$ cat src/tcpwq_pkg.sv
// Shared types and constants for the two-class priority wait queue.
// Used by tcpwq_ctrl, tcpwq_dp and two_class_priority_wait_queue.
`timescale 1ns / 1ps

package tcpwq_pkg;

  // Default queue depth
  localparam int DEPTH_DEF = 16;

  // Entry key: {class bit, request time, identifier}
  localparam int TIME_W = 16;
  localparam int IDENT_W = 16;
  localparam int KEY_W = 1 + TIME_W + IDENT_W;
  localparam int OCC_W = 5;
  localparam int STAT_W = 2;

  // Stream word widths (packed fields rounded up to whole bytes)
  localparam int IN_FIELDS_W = KEY_W;
  localparam int IN_TDATA_W = ((IN_FIELDS_W + 7) / 8) * 8;
  localparam int OUT_FIELDS_W = STAT_W + KEY_W + OCC_W + 1 + KEY_W;
  localparam int OUT_TDATA_W = ((OUT_FIELDS_W + 7) / 8) * 8;

  // Operation codes carried in in_tuser
  localparam logic FUNC_INSERT = 1'b0;
  localparam logic FUNC_REMOVE = 1'b1;

  // Result status codes
  localparam logic [STAT_W-1:0] STAT_OK = 2'd0;
  localparam logic [STAT_W-1:0] STAT_FULL = 2'd1;
  localparam logic [STAT_W-1:0] STAT_EMPTY = 2'd2;

  // Memory read address source
  typedef enum logic [1:0] {
    RD_IDX_M1 = 2'd0,
    RD_IDX = 2'd1,
    RD_ZERO = 2'd2
  } rd_sel_t;

  // Memory write address/data source
  typedef enum logic [1:0] {
    WR_SHIFT_UP = 2'd0, // mem[idx]   <= read word
    WR_KEY = 2'd1,      // mem[idx]   <= new key
    WR_SHIFT_DN = 2'd2  // mem[idx-1] <= read word
  } wr_sel_t;

  // Commands from controller to datapath
  typedef struct packed {
    logic load;
    logic idx_ld_cnt;
    logic idx_ld_one;
    logic idx_dec;
    logic idx_inc;
    logic rd_en;
    rd_sel_t rd_sel;
    logic wr_en;
    wr_sel_t wr_sel;
    logic cnt_inc;
    logic cnt_dec;
    logic last_ld;
    logic out_ld;
  } cmd_t;

  // Status from datapath to controller
  typedef struct packed {
    logic is_remove;
    logic is_full;
    logic is_empty;
    logic idx_zero;
    logic idx_at_cnt;
    logic move_up;
    logic out_busy;
  } sts_t;

endpackage

$ cat src/tcpwq_ctrl.sv
// Controller state machine for the two-class priority wait queue.
// Depends on tcpwq_pkg for the command and status structs.
`timescale 1ns / 1ps

module tcpwq_ctrl (
  input  logic            clk,
  input  logic            rst_n,
  input  logic            in_tvalid,
  output logic            in_tready,
  input  tcpwq_pkg::sts_t sts,
  output tcpwq_pkg::cmd_t cmd
);
  import tcpwq_pkg::*;

  typedef enum logic [8:0] {
    S_IDLE      = 9'b000000001,
    S_DISPATCH  = 9'b000000010,
    S_INS_TEST  = 9'b000000100,
    S_INS_CMP   = 9'b000001000,
    S_REM_FIRST = 9'b000010000,
    S_REM_TEST  = 9'b000100000,
    S_REM_MOVE  = 9'b001000000,
    S_HEAD_RD   = 9'b010000000,
    S_DONE      = 9'b100000000
  } state_t;

  state_t state_r, state_nxt;

  assign in_tready = (state_r == S_IDLE);

  // Next state and command decode
  always_comb begin
    state_nxt = state_r;
    cmd = '0;
    cmd.rd_sel = RD_ZERO;
    cmd.wr_sel = WR_KEY;
    unique case (state_r)
      S_IDLE: begin
        if (in_tvalid) begin
          cmd.load = 1'b1;
          state_nxt = S_DISPATCH;
        end
      end
      S_DISPATCH: begin
        if (sts.is_remove) begin
          if (sts.is_empty) begin
            state_nxt = S_HEAD_RD;
          end else begin
            cmd.rd_en = 1'b1;
            cmd.rd_sel = RD_ZERO;
            cmd.idx_ld_one = 1'b1;
            state_nxt = S_REM_FIRST;
          end
        end else begin
          if (sts.is_full) begin
            state_nxt = S_HEAD_RD;
          end else begin
            cmd.idx_ld_cnt = 1'b1;
            state_nxt = S_INS_TEST;
          end
        end
      end
      // Walk down from the tail; an empty slot at idx is ready
      S_INS_TEST: begin
        if (sts.idx_zero) begin
          cmd.wr_en = 1'b1;
          cmd.wr_sel = WR_KEY;
          cmd.cnt_inc = 1'b1;
          state_nxt = S_HEAD_RD;
        end else begin
          cmd.rd_en = 1'b1;
          cmd.rd_sel = RD_IDX_M1;
          state_nxt = S_INS_CMP;
        end
      end
      // Entries equal to or above the key move up one slot
      S_INS_CMP: begin
        cmd.wr_en = 1'b1;
        if (sts.move_up) begin
          cmd.wr_sel = WR_SHIFT_UP;
          cmd.idx_dec = 1'b1;
          state_nxt = S_INS_TEST;
        end else begin
          cmd.wr_sel = WR_KEY;
          cmd.cnt_inc = 1'b1;
          state_nxt = S_HEAD_RD;
        end
      end
      S_REM_FIRST: begin
        cmd.last_ld = 1'b1;
        state_nxt = S_REM_TEST;
      end
      // Close the gap left by the popped head
      S_REM_TEST: begin
        if (sts.idx_at_cnt) begin
          cmd.cnt_dec = 1'b1;
          state_nxt = S_HEAD_RD;
        end else begin
          cmd.rd_en = 1'b1;
          cmd.rd_sel = RD_IDX;
          state_nxt = S_REM_MOVE;
        end
      end
      S_REM_MOVE: begin
        cmd.wr_en = 1'b1;
        cmd.wr_sel = WR_SHIFT_DN;
        cmd.idx_inc = 1'b1;
        state_nxt = S_REM_TEST;
      end
      S_HEAD_RD: begin
        cmd.rd_en = 1'b1;
        cmd.rd_sel = RD_ZERO;
        state_nxt = S_DONE;
      end
      S_DONE: begin
        if (!sts.out_busy) begin
          cmd.out_ld = 1'b1;
          state_nxt = S_IDLE;
        end
      end
      default: begin
        state_nxt = S_IDLE;
      end
    endcase
  end

  always_ff @(posedge clk) begin
    if (!rst_n) begin
      state_r <= S_IDLE;
    end else begin
      state_r <= state_nxt;
    end
  end

endmodule

$ cat src/tcpwq_dp.sv
// Datapath for the two-class priority wait queue: entry memory, index,
// count, held copy and output register. Depends on tcpwq_pkg.
`timescale 1ns / 1ps

module tcpwq_dp #(
  parameter int QUEUE_DEPTH = tcpwq_pkg::DEPTH_DEF
) (
  input  logic                              clk,
  input  logic                              rst_n,
  input  tcpwq_pkg::cmd_t                   cmd,
  output tcpwq_pkg::sts_t                   sts,
  input  logic [tcpwq_pkg::IN_TDATA_W-1:0]  in_tdata,
  input  logic                              in_tuser,
  output logic                              out_tvalid,
  input  logic                              out_tready,
  output logic [tcpwq_pkg::OUT_TDATA_W-1:0] out_tdata
);
  import tcpwq_pkg::*;

  localparam int AW = $clog2(QUEUE_DEPTH);
  localparam int CW = $clog2(QUEUE_DEPTH + 1);

  logic [KEY_W-1:0] mem [QUEUE_DEPTH];
  logic [KEY_W-1:0] rdata_r;
  logic [KEY_W-1:0] key_r;
  logic [KEY_W-1:0] last_r, last_nxt;
  logic func_r;
  logic [STAT_W-1:0] status_r, status_nxt;
  logic [CW-1:0] idx_r, idx_nxt, idx_m1;
  logic [CW-1:0] count_r, count_nxt;
  logic out_valid_r, out_valid_nxt;
  logic [OUT_TDATA_W-1:0] out_data_r;
  logic [AW-1:0] rd_addr, wr_addr;
  logic [KEY_W-1:0] wr_data;
  logic [KEY_W-1:0] in_key, removed, head;
  logic cnt_full, cnt_empty;
  logic [OUT_FIELDS_W-1:0] fields;

  // Key order: class bit on top, then time, then identifier
  assign in_key = {in_tdata[0], in_tdata[TIME_W:1], in_tdata[KEY_W-1:TIME_W+1]};
  assign idx_m1 = idx_r - 1'b1;
  assign cnt_full = (count_r == CW'(QUEUE_DEPTH));
  assign cnt_empty = (count_r == '0);

  // Status to controller
  assign sts.is_remove = func_r;
  assign sts.is_full = cnt_full;
  assign sts.is_empty = cnt_empty;
  assign sts.idx_zero = (idx_r == '0);
  assign sts.idx_at_cnt = (idx_r == count_r);
  assign sts.move_up = (rdata_r >= key_r);
  assign sts.out_busy = out_valid_r && !out_tready;

  // Memory address and data selection
  always_comb begin
    unique case (cmd.rd_sel)
      RD_IDX_M1: rd_addr = idx_m1[AW-1:0];
      RD_IDX:    rd_addr = idx_r[AW-1:0];
      RD_ZERO:   rd_addr = '0;
      default:   rd_addr = '0;
    endcase
    unique case (cmd.wr_sel)
      WR_SHIFT_UP: begin
        wr_addr = idx_r[AW-1:0];
        wr_data = rdata_r;
      end
      WR_KEY: begin
        wr_addr = idx_r[AW-1:0];
        wr_data = key_r;
      end
      WR_SHIFT_DN: begin
        wr_addr = idx_m1[AW-1:0];
        wr_data = rdata_r;
      end
      default: begin
        wr_addr = idx_r[AW-1:0];
        wr_data = key_r;
      end
    endcase
  end

  // Entry memory, one write and one registered read per cycle
  always_ff @(posedge clk) begin
    if (cmd.wr_en) begin
      mem[wr_addr] <= wr_data;
    end
    if (cmd.rd_en) begin
      rdata_r <= mem[rd_addr];
    end
  end

  // Index, count, held copy and status next values
  always_comb begin
    priority if (cmd.idx_ld_cnt) begin
      idx_nxt = count_r;
    end else if (cmd.idx_ld_one) begin
      idx_nxt = CW'(1);
    end else if (cmd.idx_dec) begin
      idx_nxt = idx_m1;
    end else if (cmd.idx_inc) begin
      idx_nxt = idx_r + 1'b1;
    end else begin
      idx_nxt = idx_r;
    end

    priority if (cmd.cnt_inc) begin
      count_nxt = count_r + 1'b1;
    end else if (cmd.cnt_dec) begin
      count_nxt = count_r - 1'b1;
    end else begin
      count_nxt = count_r;
    end

    last_nxt = cmd.last_ld ? rdata_r : last_r;

    if (in_tuser == FUNC_REMOVE) begin
      status_nxt = cnt_empty ? STAT_EMPTY : STAT_OK;
    end else begin
      status_nxt = cnt_full ? STAT_FULL : STAT_OK;
    end
  end

  // Result word assembly
  assign removed = (func_r == FUNC_REMOVE) ? last_r : '0;
  assign head = cnt_empty ? '0 : rdata_r;
  assign fields = {head[IDENT_W-1:0], head[KEY_W-2:IDENT_W], head[KEY_W-1],
                   !cnt_empty, OCC_W'(count_r),
                   removed[IDENT_W-1:0], removed[KEY_W-2:IDENT_W], removed[KEY_W-1],
                   status_r};

  always_comb begin
    out_valid_nxt = out_valid_r;
    if (out_valid_r && out_tready) begin
      out_valid_nxt = 1'b0;
    end
    if (cmd.out_ld) begin
      out_valid_nxt = 1'b1;
    end
  end

  // Control registers
  always_ff @(posedge clk) begin
    if (!rst_n) begin
      count_r <= '0;
      last_r <= '0;
      out_valid_r <= 1'b0;
    end else begin
      count_r <= count_nxt;
      last_r <= last_nxt;
      out_valid_r <= out_valid_nxt;
    end
  end

  // Payload registers
  always_ff @(posedge clk) begin
    idx_r <= idx_nxt;
    if (cmd.load) begin
      key_r <= in_key;
      func_r <= in_tuser;
      status_r <= status_nxt;
    end
    if (cmd.out_ld) begin
      out_data_r <= OUT_TDATA_W'(fields);
    end
  end

  assign out_tvalid = out_valid_r;
  assign out_tdata = out_data_r;

endmodule

$ cat src/two_class_priority_wait_queue.sv
// Accept to result: insert walks down from the tail, reading and then writing each entry
// it moves; remove reads the head and shifts every later entry down; a dropped insert or
// empty remove goes straight to the head read. One word in flight: the next word is taken
// in the cycle after the result loads, and each entry moved takes a read and then a write.
// A result not yet taken holds the block. Reset (rst_n, synchronous, active low) empties
// the queue and clears the held copy; entry memory contents are not cleared.
`timescale 1ns / 1ps

module two_class_priority_wait_queue #(
  parameter int QUEUE_DEPTH = tcpwq_pkg::DEPTH_DEF
) (
  input  logic                              clk,
  input  logic                              rst_n,
  input  logic                              in_tvalid,
  output logic                              in_tready,
  // [0] is_takeoff, [16:1] request_time, [32:17] ident, [39:33] zero
  input  logic [tcpwq_pkg::IN_TDATA_W-1:0]  in_tdata,
  // [0] func (0 insert, 1 remove)
  input  logic                              in_tuser,
  output logic                              out_tvalid,
  input  logic                              out_tready,
  // [1:0] status, [2] removed_takeoff, [18:3] removed_time, [34:19] removed_ident,
  // [39:35] occupancy, [40] head_valid, [41] head_takeoff, [57:42] head_time,
  // [73:58] head_ident, [79:74] zero
  output logic [tcpwq_pkg::OUT_TDATA_W-1:0] out_tdata
);
  import tcpwq_pkg::*;

  cmd_t cmd;
  sts_t sts;

  tcpwq_ctrl u_ctrl (
    .clk       (clk),
    .rst_n     (rst_n),
    .in_tvalid (in_tvalid),
    .in_tready (in_tready),
    .sts       (sts),
    .cmd       (cmd)
  );

  tcpwq_dp #(
    .QUEUE_DEPTH (QUEUE_DEPTH)
  ) u_dp (
    .clk        (clk),
    .rst_n      (rst_n),
    .cmd        (cmd),
    .sts        (sts),
    .in_tdata   (in_tdata),
    .in_tuser   (in_tuser),
    .out_tvalid (out_tvalid),
    .out_tready (out_tready),
    .out_tdata  (out_tdata)
  );

  // A dropped insert only happens with the queue at capacity
  a_full_occ: assert property (@(posedge clk) disable iff (!rst_n)
    (out_tvalid && out_tdata[1:0] == STAT_FULL) |-> out_tdata[39:35] == OCC_W'(QUEUE_DEPTH))
    else $error("full status with wrong occupancy");

  // Remove on empty leaves an empty queue with no head
  a_empty_head: assert property (@(posedge clk) disable iff (!rst_n)
    (out_tvalid && out_tdata[1:0] == STAT_EMPTY) |-> (out_tdata[39:35] == '0 && !out_tdata[40]))
    else $error("empty status with nonempty queue");

  // One word in flight: no accept right after an accept
  a_one_word: assert property (@(posedge clk) disable iff (!rst_n)
    (in_tvalid && in_tready) |=> !in_tready)
    else $error("second word accepted while busy");

  // Count never goes past the depth
  a_no_overflow: assert property (@(posedge clk) disable iff (!rst_n)
    cmd.cnt_inc |-> !sts.is_full)
    else $error("count increment at full");

endmodule

$ cat config.mk
export PLATFORM = sky130hd
export DESIGN_NAME = two_class_priority_wait_queue
export DESIGN_NICKNAME = d
export VERILOG_FILES = /design/src/tcpwq_pkg.sv /design/src/tcpwq_ctrl.sv /design/src/tcpwq_dp.sv /design/src/two_class_priority_wait_queue.sv
export SDC_FILE = /design/constraint.sdc
export NUM_CORES = 1
export LEC_CHECK = 0
export BUFFER_PORTS_ARGS = -buffer_cell sky130_fd_sc_hd__buf_2
export CAP_MARGIN = 20
export CORE_MARGIN = 5
export CORE_UTILIZATION = 55
export DETAILED_ROUTE_END_ITERATION = 10
export PLACE_DENSITY = 0.83
export SLEW_MARGIN = 20
export SYNTH_ARGS = -nofsm -noshare
export SYNTH_HDL_FRONTEND = slang
export SYNTH_SLANG_ARGS = --single-unit
$ cat constraint.sdc
create_clock -name clk -period 5.4 [get_ports clk]
set_clock_uncertainty 0.15 [all_clocks]
set_input_delay 1.08 -clock clk [delete_from_list [all_inputs] [get_ports clk]]
set_output_delay 1.08 -clock clk [all_outputs]
set_load 0.03 [all_outputs]
# Word-level counts from Yosys, hierarchy flattened
# Memories as Yosys holds them, arrays and structs flattened. A register that Yosys moved wholly into a read port is not among the register bits.
# Cells that the tools add are included.
[totals] output_inout_bits=82 romBits=0 ram_bits=528 latchBits=0 mem_count=1 regBits=163 input_bits=45
[classes] n_shift=0 n_lt_le_gt_ge=1 mul=0 n_mux=50 add_sub_neg=4 reduce_logical=14 n_eq_ne=15 bitwise=0 n_div=0
[memory_table] memory="u_dp.mem" words=16 width=33 read_ports=1 rd_ports_with_merged_regs=1 write_ports=1 line_no="tcpwq_dp.sv:23" text="logic [KEY_W-1:0] mem [QUEUE_DEPTH];"
[ops] op="one-hot mux 9 bit (8 select lines)" n=1
[ops] op="two-way mux 8 bit" n=6
[ops] op=">= comparator 33 bit" n=1
[ops] op="two-way mux 33 bit" n=1
[ops] op="two-way mux 5 bit" n=6
[ops] op="two-way mux 1 bit" n=21
[ops] op="two-way mux 9 bit" n=2
[ops] op="two-way mux 3 bit" n=4
[ops] op="one-hot mux 3 bit (4 select lines)" n=1
[ops] op="adder 5 x 1 -> 5 bit, second input constant" n=2
[ops] op="logical NOT 5 bit" n=2
[ops] op="subtractor 5 x 1 -> 5 bit, second input constant" n=2
[ops] op="equality test 9 x 1 -> 1 bit, second input constant" n=1
[ops] op="equality test 9 x 2 -> 1 bit, second input constant" n=1
[ops] op="equality test 9 x 3 -> 1 bit, second input constant" n=1
[ops] op="equality test 9 x 4 -> 1 bit, second input constant" n=1
[ops] op="equality test 9 x 5 -> 1 bit, second input constant" n=1
[ops] op="equality test 9 x 6 -> 1 bit, second input constant" n=1
[ops] op="equality test 9 x 7 -> 1 bit, second input constant" n=1
[ops] op="equality test 9 x 8 -> 1 bit, second input constant" n=1
[ops] op="equality test 9 bit, second input constant" n=1
[ops] op="one-hot mux 3 bit (3 select lines)" n=1
[ops] op="two-way mux 4 bit" n=2
[ops] op="one-hot mux 4 bit (2 select lines)" n=1
[ops] op="14 further kinds" n=22

# Depth between registers and ports, before layout
# Gate-level depths: netlist (run 1).
[logic_depth] ltp_word=6 depth_mapped=14 depth_no_buf=14

# Cells and area by module
# Synthesis (run 1) repeated with hierarchy kept, for this count alone.
[unflattened] cells_unflattened=1478 area_unflattened_um2=28666.2
[by_module_without_submodules] mod="tcpwq_dp" area_each_um2=28044.4 cells_per_inst=1404 n_inst=1
[by_module_without_submodules] mod="tcpwq_ctrl" area_each_um2=621.8 cells_per_inst=74 n_inst=1

# Worst setup path after synthesis (run 1)
# OpenSTA, ideal clock, no wires.
[synth_path] kind="register to register" from="register u_ctrl.state_r[2]" to="register u_dp.out_data_r[0], in the netlist u_dp.out_tdata[0], enable pin" n_path_buf=0 slack_ns=0.026 required_time_ns=4.734 path_stages_with_launch=5 arrival_ns=4.708 cell_sequence="dfxtp_1 -> or2_2 -> nor4_1 -> and4b_1 -> nor2b_1"
[synth_lines] element="start: declaration" line_no="tcpwq_ctrl.sv:27" text="state_t state_r, state_nxt;"
[synth_lines] element="start signal: assignment" line_no="tcpwq_ctrl.sv:131" text="state_r <= state_nxt;"
[synth_lines] element="end signal: assignment" line_no="tcpwq_dp.sv:163" text="out_data_r <= OUT_TDATA_W'(fields);"
[synth_lines] element="end: declaration" line_no="tcpwq_dp.sv:32" text="logic [OUT_TDATA_W-1:0] out_data_r;"

# Worst setup path after layout (run 1)
[layout_path] from="register u_dp.idx_r[0]" to="register u_dp.rdata_r[9], read port of u_dp.mem (data pin)"
[layout_between] elab_chain_len=5 word_cells_on_any_way=9 cone_classes="add/sub: 1; eq/ne: 2; mux: 4; reduce/logical: 2"
[layout_rtl] element="start: declaration" line_no="tcpwq_dp.sv:29" text="logic [CW-1:0] idx_r, idx_nxt, idx_m1;"
[layout_rtl] element="start signal: assignment" line_no="tcpwq_dp.sv:156" text="idx_r <= idx_nxt;"
[layout_rtl] element="equality test 5 bit / logical NOT 5 bit (equally long branches)" line_no="tcpwq_dp.sv:50, tcpwq_dp.sv:49"
[layout_rtl] element="two-way mux 3 bit (on tied branches)" line_no="tcpwq_ctrl.sv:95, tcpwq_ctrl.sv:65"
[layout_rtl] element="one-hot mux 3 bit (4 select lines)" line_no="tcpwq_ctrl.sv:37" text="unique case (state_r)"
[layout_rtl] element="equality test 2 x 1 -> 1 bit / logical NOT 2 bit (equally long branches)" line_no="tcpwq_dp.sv:56" text="unique case (cmd.rd_sel)"
[layout_rtl] element="one-hot mux 4 bit (2 select lines)" line_no="tcpwq_dp.sv:56"
[layout_rtl] element="end: declaration" line_no="tcpwq_dp.sv:24" text="logic [KEY_W-1:0] rdata_r;"
# Parallel ways exist; a longest one is shown, timed or not.
# A chain may end at the register's enable or synchronous reset.

==> results of run 1 <==
per-layer routing:
layer  up-vias  share of wire, %
met4         2               3.2
li1       6620                 -
met2      1109                50
met3       165                12
met1      7908                35
met5         -             0.019
final timing paths:
path	from	endpoint	slack, ps	cells past startpoint
setup / recovery	u_dp.idx_r[0]$_DFFE_PP_	u_dp.rdata_r[9]$_DFFE_PP_	730	11
hold / removal	u_dp.status_r[1]$_SDFFCE_PN0P_	u_dp.out_tdata[1]$_DFFE_PP_	280	0
setup reg to reg	u_dp.idx_r[0]$_DFFE_PP_	u_dp.rdata_r[9]$_DFFE_PP_	730	11
hold reg to reg	u_dp.status_r[1]$_SDFFCE_PN0P_	u_dp.out_tdata[1]$_DFFE_PP_	280	0
stage by stage:
step	hold WS [ps]	total power, uW	instance area [sq um]	utilization (%)
after floorplan	250	6460	28600	-
after global placement	268	6550	30400	59.1
after detailed placement	262	6570	30400	59.1
after CTS	276	11400	32700	63.5
after global routing	282	11700	32700	63.5
final	280	11300	32700	63.5
power groups by stage:
stage	logic (uW)	registers [uW]	clock network [uW]
2_1_floorplan	150	6310	0
3_3_place_gp	234	6320	0
3_5_place_dp	256	6320	0
4_1_cts	264	6200	4910
5_1_grt	290	6200	5180
6_report	267	6200	4860
synth_stat cells (all sizes together) (8+ instances only):
library cell / instances / area share, %
dfxtp: 48 / 3.4
nand2: 195 / 2.6
a222oi: 32 / 1.1
a21boi: 34 / 0.89
nor2b: 10 / 0.22
edfxtp: 676 / 71
inv: 45 / 0.59
nor3: 10 / 0.18
mux4: 132 / 10
xnor2: 11 / 0.34
ha: 38 / 1.7
o21a: 8 / 0.21
a21oi: 22 / 0.40
nand3: 10 / 0.18
buf: 34 / 0.78
nor2: 33 / 0.44
o21ai: 52 / 0.91
and2: 72 / 1.6
clkbuf: 48 / 0.63
registers in the layout (all words and copies together), names as in the netlist, 2 cells and up:
| name | cells |
|---|---|
| u_dp.mem | 528 |
| u_dp.out_tdata | 74 |
| u_dp.key_r | 33 |
| u_dp.last_r | 33 |
| u_dp.rdata_r | 33 |
| u_ctrl.state_r | 9 |
| u_dp.count_r | 5 |
| u_dp.idx_r | 5 |
| u_dp.status_r | 2 |
worst max-delay path: stages, from the launching register on:
cell      delay (ps)
edfxtp_1         610
inv_1            230
ha_1             480
nor4b_1          390
nor2_1           150
nand2_4          160
nor2_2            60
a21oi_4          600
buf_4            410
mux4_2           550
a222oi_1         400
nand2_1          160
area by class of cell:
class | count | share of cell area [%]
timing repair buffer | 177 | 3.69
tap | 680 | 2.61
sequential | 724 | 65.1
inverter | 45 | 0.517
multi-input combinational | 747 | 21.2
clock buffer | 87 | 5.62
clock inverter | 39 | 1.30
cell families after synthesis:
kind of cell / after synthesis / synth area share, %
DFF: 724 / 74.5
and+or+nand+nor: 367 / 6.19
AOI/OAI and AO/OA: 183 / 4.51
muxes: 139 / 10.7
buffers and inverters: 127 / 2.00
adders and majority gates: 39 / 1.74
xor gates and xnor gates: 13 / 0.399
other: 1 / 0.0131
==> summary.md, run 1 <==
| Metric | Value |
|---|---|
| Outcome | `complete, no violations` |
| Pwr/cell area | `around 350 nW/um^2` |
| Die height | `238 microns` |
| Vias in the first global route | `16,000` |
| Layout Cells excl Fill | `between 2,000 and 2,500` |
| Most common cell after layout, fill and taps aside | `edfxtp_1` |
| Worst Path Required | `5580 ps` |
| Final wirelength | `67,700 microns` |
| Switching pwr | `between 2000 and 2500 uW` |
| Multi-input gate area | `6910 sq um` |
| CP startpoint kind | `flip-flop` |
| Syn avg cell area | `17.9 sq um` |
| GRT Resource Usage Total | `23.6%` |
| Cts hold-fix bufs | `0` |
| Synthesis Warnings | `0` |
| CTS Buf Count | `71` |
| Final HPWL DP | `around 38,000 microns` |
| Dominant synthesized flop cell | `edfxtp_1` |
| Placed Instances | `2,372` |
| Layout Nets | `1,850` |
| Hold Path Class | `flip-flop to flip-flop` |
| Via density | `around 6.3` |
| Top Ports | `127` |
| GR Util met3 | `5.71%` |
| Die X | `238 microns` |
| Clk_lat worst skew | `610 ps` |
| TNS Setup | `0 ps` |
| Sw frac | `20.3%` |
| FILL cells | `between 3,000 and 4,000` |
| Detail Route Antenna Nets | `0` |
| Kind of end point of the critical path | `flip-flop` |
| Register area share after synthesis | `74.5%` |
| Grt met2 use | `just under 40%` |
| DRC | `0` |
| Initial DRC count | `2,105` |
| Leak | `0.0110 uW` |
| Initial antenna violation count | `1` |
| Num Clock Sinks | `724` |
| Flop pwr share | `54.7%` |
| Die area | `56,500 sq um` |
| DR pass1 iterations | `6` |
| Reg clk slew, reported paths | `60 ps` |
| Gate Count Post-Synth | `1,593` |
| Avg WL per Cell | `27.1 microns` |
| Max Slew Vio Count | `0` |
| Distinct cell type count after synthesis | `65` |
| P&R area growth vs syn | `14.4%` |
| # diodes | `0` |
| TritonCTS clock tree | `yes` |
| Root Driver | `clkbuf_16` |
| Slew headroom | `approximately a quarter` |
| First-pass GRT wire length | `99,800 microns` |
| Hold violation total from the final report | `0` |
| Final period util | `around 86%` |
| Clk pwr share | `between 40 and 50%` |
| Worst Slack Setup Final | `between 700 and 800 ps` |
| Synth Register Bits | `724` |
| Peak supply drop | `0.235 mV` |
| Combinational power share | `2.4%` |
| IO Port Bufs | `around 110` |
| Pin count of the biggest net entering global routing | `85` |
| Worst-Margin Slew | `about 1100 ps` |
| Htree depth | `3` |
| Async SR Flop Fraction | `0%` |
| Post_cts resized | `0` |
| Sequential Area | `21,300 sq um` |
| CORE AREA | `about 51,000 sq um` |
| Share of cells above drive strength 1 | `approximately a quarter` |
| GR Util met1 | `between 30% and 40%` |
| Post-layout min period | `~4700 ps` |
| Highest Clock Rate | `214 MHz` |
| Total congestion overflow | `0` |
| Arrival time worst endpoint | `4840 ps` |
| Int Power | `9030 uW` |
| RD Place Congestion | `between 0.8 and 0.9` |
| Commonest non-fill, non-tap cells in the layout | `edfxtp_1 (676), nand2_1 (193), mux4_2 (132)` |
| Pre-CTS setup slack | `871 ps` |
| Post-CTS Setup Repair Bufs | `0` |
| Grt peak-use layer | `met2` |
| Post-Syn Area | `~29,000 sq um` |
| CP Max Fanout | `15` |
| Via count | `15,800` |
| # setup viols final | `0` |
| Post-synth EDFFs | `676` |
| Max_cap viols | `0` |
| Setup Crit Path Kind | `flip-flop to flip-flop` |
| Starting Density | `55.5%` |
| RSZ-0062 raised after global routing | `no` |
| Std-Cell Rows | `83` |
| CTS Buffer Depth | `3` |
No activity file was read; power rests on OpenSTA's default activity.
==> run 2: changes to the inputs <==
--- a/config.mk
+++ b/config.mk
@@ -9,6 +9,7 @@
 export CAP_MARGIN = 20
 export CORE_MARGIN = 5
 export CORE_UTILIZATION = 55
+export CTS_BUF_LIST = sky130_fd_sc_hd__clkbuf_16
 export DETAILED_ROUTE_END_ITERATION = 10
 export PLACE_DENSITY = 0.83
 export SLEW_MARGIN = 20
==> constraint.sdc (replaced) <==
create_clock -name clk -period 4 [get_ports clk]
set_clock_uncertainty 0.15 [all_clocks]
set_input_delay 0.8 -clock clk [delete_from_list [all_inputs] [get_ports clk]]
set_output_delay 0.8 -clock clk [all_outputs]
set_load 0.1 [all_outputs]
==> run 2 against run 1 <==
Sequential power is 35% higher. First-iteration DRC count is 1.8% higher. Worst hold slack lost 64 ps.
==> summary.md, run 2 (synthesis gave the netlist of run 1 again) <==
| Metric | Value |
|---|---|
| Outcome | `complete, no violations` |
| RSZ-0062 raised after global routing | `no` |
| Final HPWL DP | `39,500 microns` |
| Std-Cell Rows | `83` |
| Sequential Area | `21,300 sq um` |
| Reg-to-reg endpoint | `u_dp.count_r[4]$_SDFFE_PN0P_` |
| Vias in the first global route | `around 17,000` |
| Layout Nets | `1,906` |
| Flop-to-flop setup slack | `120 ps` |
| CORE AREA | `51,400 sq um` |
| # diodes | `0` |
| Kind of end point of the critical path | `flip-flop` |
| RD Place Congestion | `0.857` |
| First-pass GRT wire length | `105,000 microns` |
| Top Ports | `127` |
| Setup Crit Path Kind | `flip-flop to flip-flop` |
| Worst Slack Setup Final | `roughly 120 ps` |
| Detail Route Antenna Nets | `0` |
| Die X | `~240 microns` |
| Num Clock Sinks | `724` |
| Root Driver | `clkbuf_16` |
| Starting Density | `55.5%` |
| CP endpoint | `u_dp.count_r[4]$_SDFFE_PN0P_` |
| Max Slew Vio Count | `0` |
| FILL cells | `3,187` |
| Pin count of the biggest net entering global routing | `between 60 and 70` |
| CP Max Fanout | `4` |
| TritonCTS clock tree | `yes` |
| Highest Clock Rate | `258 MHz` |
| CTS Buf Count | `68` |
| Register with the most flip-flops | `u_dp.mem` |
| Reg clk slew, reported paths | `60 ps` |
| Via density | `6.41` |
| Worst setup path startpoint | `u_dp.rdata_r[23]$_DFFE_PP_` |
| DRC | `0` |
| Max_cap viols | `0` |
| P&R area growth vs syn | `16.4%` |
| Avg WL per Cell | `28.0 microns` |
| Post_cts resized | `1` |
| IO Port Bufs | `113` |
| DR pass1 iterations | `9` |
| Via count | `16,400` |
| Share of cells above drive strength 1 | `26.3%` |
| R2R Path Start | `u_dp.rdata_r[23]$_DFFE_PP_` |
| CTS Buffer Depth | `3` |
| Post-route core utilization | `64.6%` |
| Most common cell after layout, fill and taps aside | `edfxtp_1` |
| CP startpoint kind | `flip-flop` |
| Total congestion overflow | `0` |
| Leak | `approximately 0.011 uW` |
| Worst-Margin Slew | `965 ps` |
| Commonest non-fill, non-tap cells in the layout | `edfxtp_1 (676), nand2_1 (193), mux4_2 (132)` |
| Total power | `15,000 uW` |
| Cts hold-fix bufs | `0` |
| Die height | `between 200 and 250 microns` |
| Largest register FFs | `~530` |
| Peak supply drop | `0.301 mV` |
| Initial DRC count | `between 2,000 and 2,500` |
| Arrival time worst endpoint | `4210 ps` |
| Pwr/cell area | `453 nW/um^2` |
| Die area | `56,500 sq um` |
| Htree depth | `3` |
| Multi-input gate area | `6920 sq um` |
| Worst Path Required | `4330 ps` |
| Post-layout min period | `~3900 ps` |
| Final period util | `roughly 97%` |
| Initial antenna violation count | `2` |
| Final wirelength | `71,300 microns` |
| # setup viols final | `0` |
| Worst reg2reg path depth | `13` |
| Pre-CTS setup slack | `13.9 ps` |
| Clk_lat worst skew | `between 600 and 700 ps` |
| Post-CTS Setup Repair Bufs | `0` |
| Slew headroom | `between 30% and 40%` |
| Hold Path Class | `input port to flip-flop` |
| Hold violation total from the final report | `0` |
| GRT Resource Usage Total | `roughly a quarter` |
| TNS Setup | `0 ps` |
==> run 2: layer usage <==
metal,up-vias,GRT usage (%),wire length [microns]
li1,6719,-,-
met1,8192,31.2,23900
met2,1214,41.6,35900
met3,226,6.30,8460
met4,4,11.5,3010
met5,-,0,27
==> run 2: area by class of cell <==
type	instances	area share [%]
Sequential cell	724	64.0
Multi-Input combinational cell	747	20.8
Timing Repair Buffer	236	5.64
Clock buffer	73	5.50
Tap cell	680	2.56
Clock inverter	46	0.931
Inverter	45	0.509
==> run 2: how the worst min path moves through the flow <==
stage	start	endpoint	depth (start not counted)
3_5_place_dp	u_dp.status_r[1]$_SDFFCE_PN0P_	u_dp.out_tdata[1]$_DFFE_PP_	0
4_1_cts	in_tdata[0]	u_dp.key_r[32]$_DFFE_PP_	1
6_report	in_tdata[0]	u_dp.key_r[32]$_DFFE_PP_	1
3_3_place_gp	u_dp.status_r[0]$_SDFFCE_PP0P_	u_dp.out_tdata[0]$_DFFE_PP_	0
2_1_floorplan	u_dp.status_r[0]$_SDFFCE_PP0P_	u_dp.out_tdata[0]$_DFFE_PP_	0
5_1_grt	in_tdata[0]	u_dp.key_r[32]$_DFFE_PP_	1
==> run 2: worst max-delay path: stages, from the launching register on <==
cell and delay (ps):
edfxtp_1 520, ha_1 380, nand4_1 190, nor3_1 310
nand2_1 230, o211ai_1 420, nor2_1 130, a21oi_2 280
ha_1 300, a21o_1 180, a21oi_1 170, buf_4 150
nor3b_1 50, a211o_1 290
==> run 2: through the flow <==
stage,cell area [sq um],hold slack (ps),cells
2_1_floorplan,28600,250,1598
3_3_place_gp,31000,265,2431
3_5_place_dp,31000,279,2431
4_1_cts,33200,193,2550
5_1_grt,33200,210,2551
6_report,33200,216,2551
==> run 2: power by group <==
part | internal, uW | switching [uW] | total, uW
Combinational | 119 | 301 | 420
Clock | 3540 | 2720 | 6260
Sequential | 8340 | 23.6 | 8360
Total | 12000 | 3040 | 15000
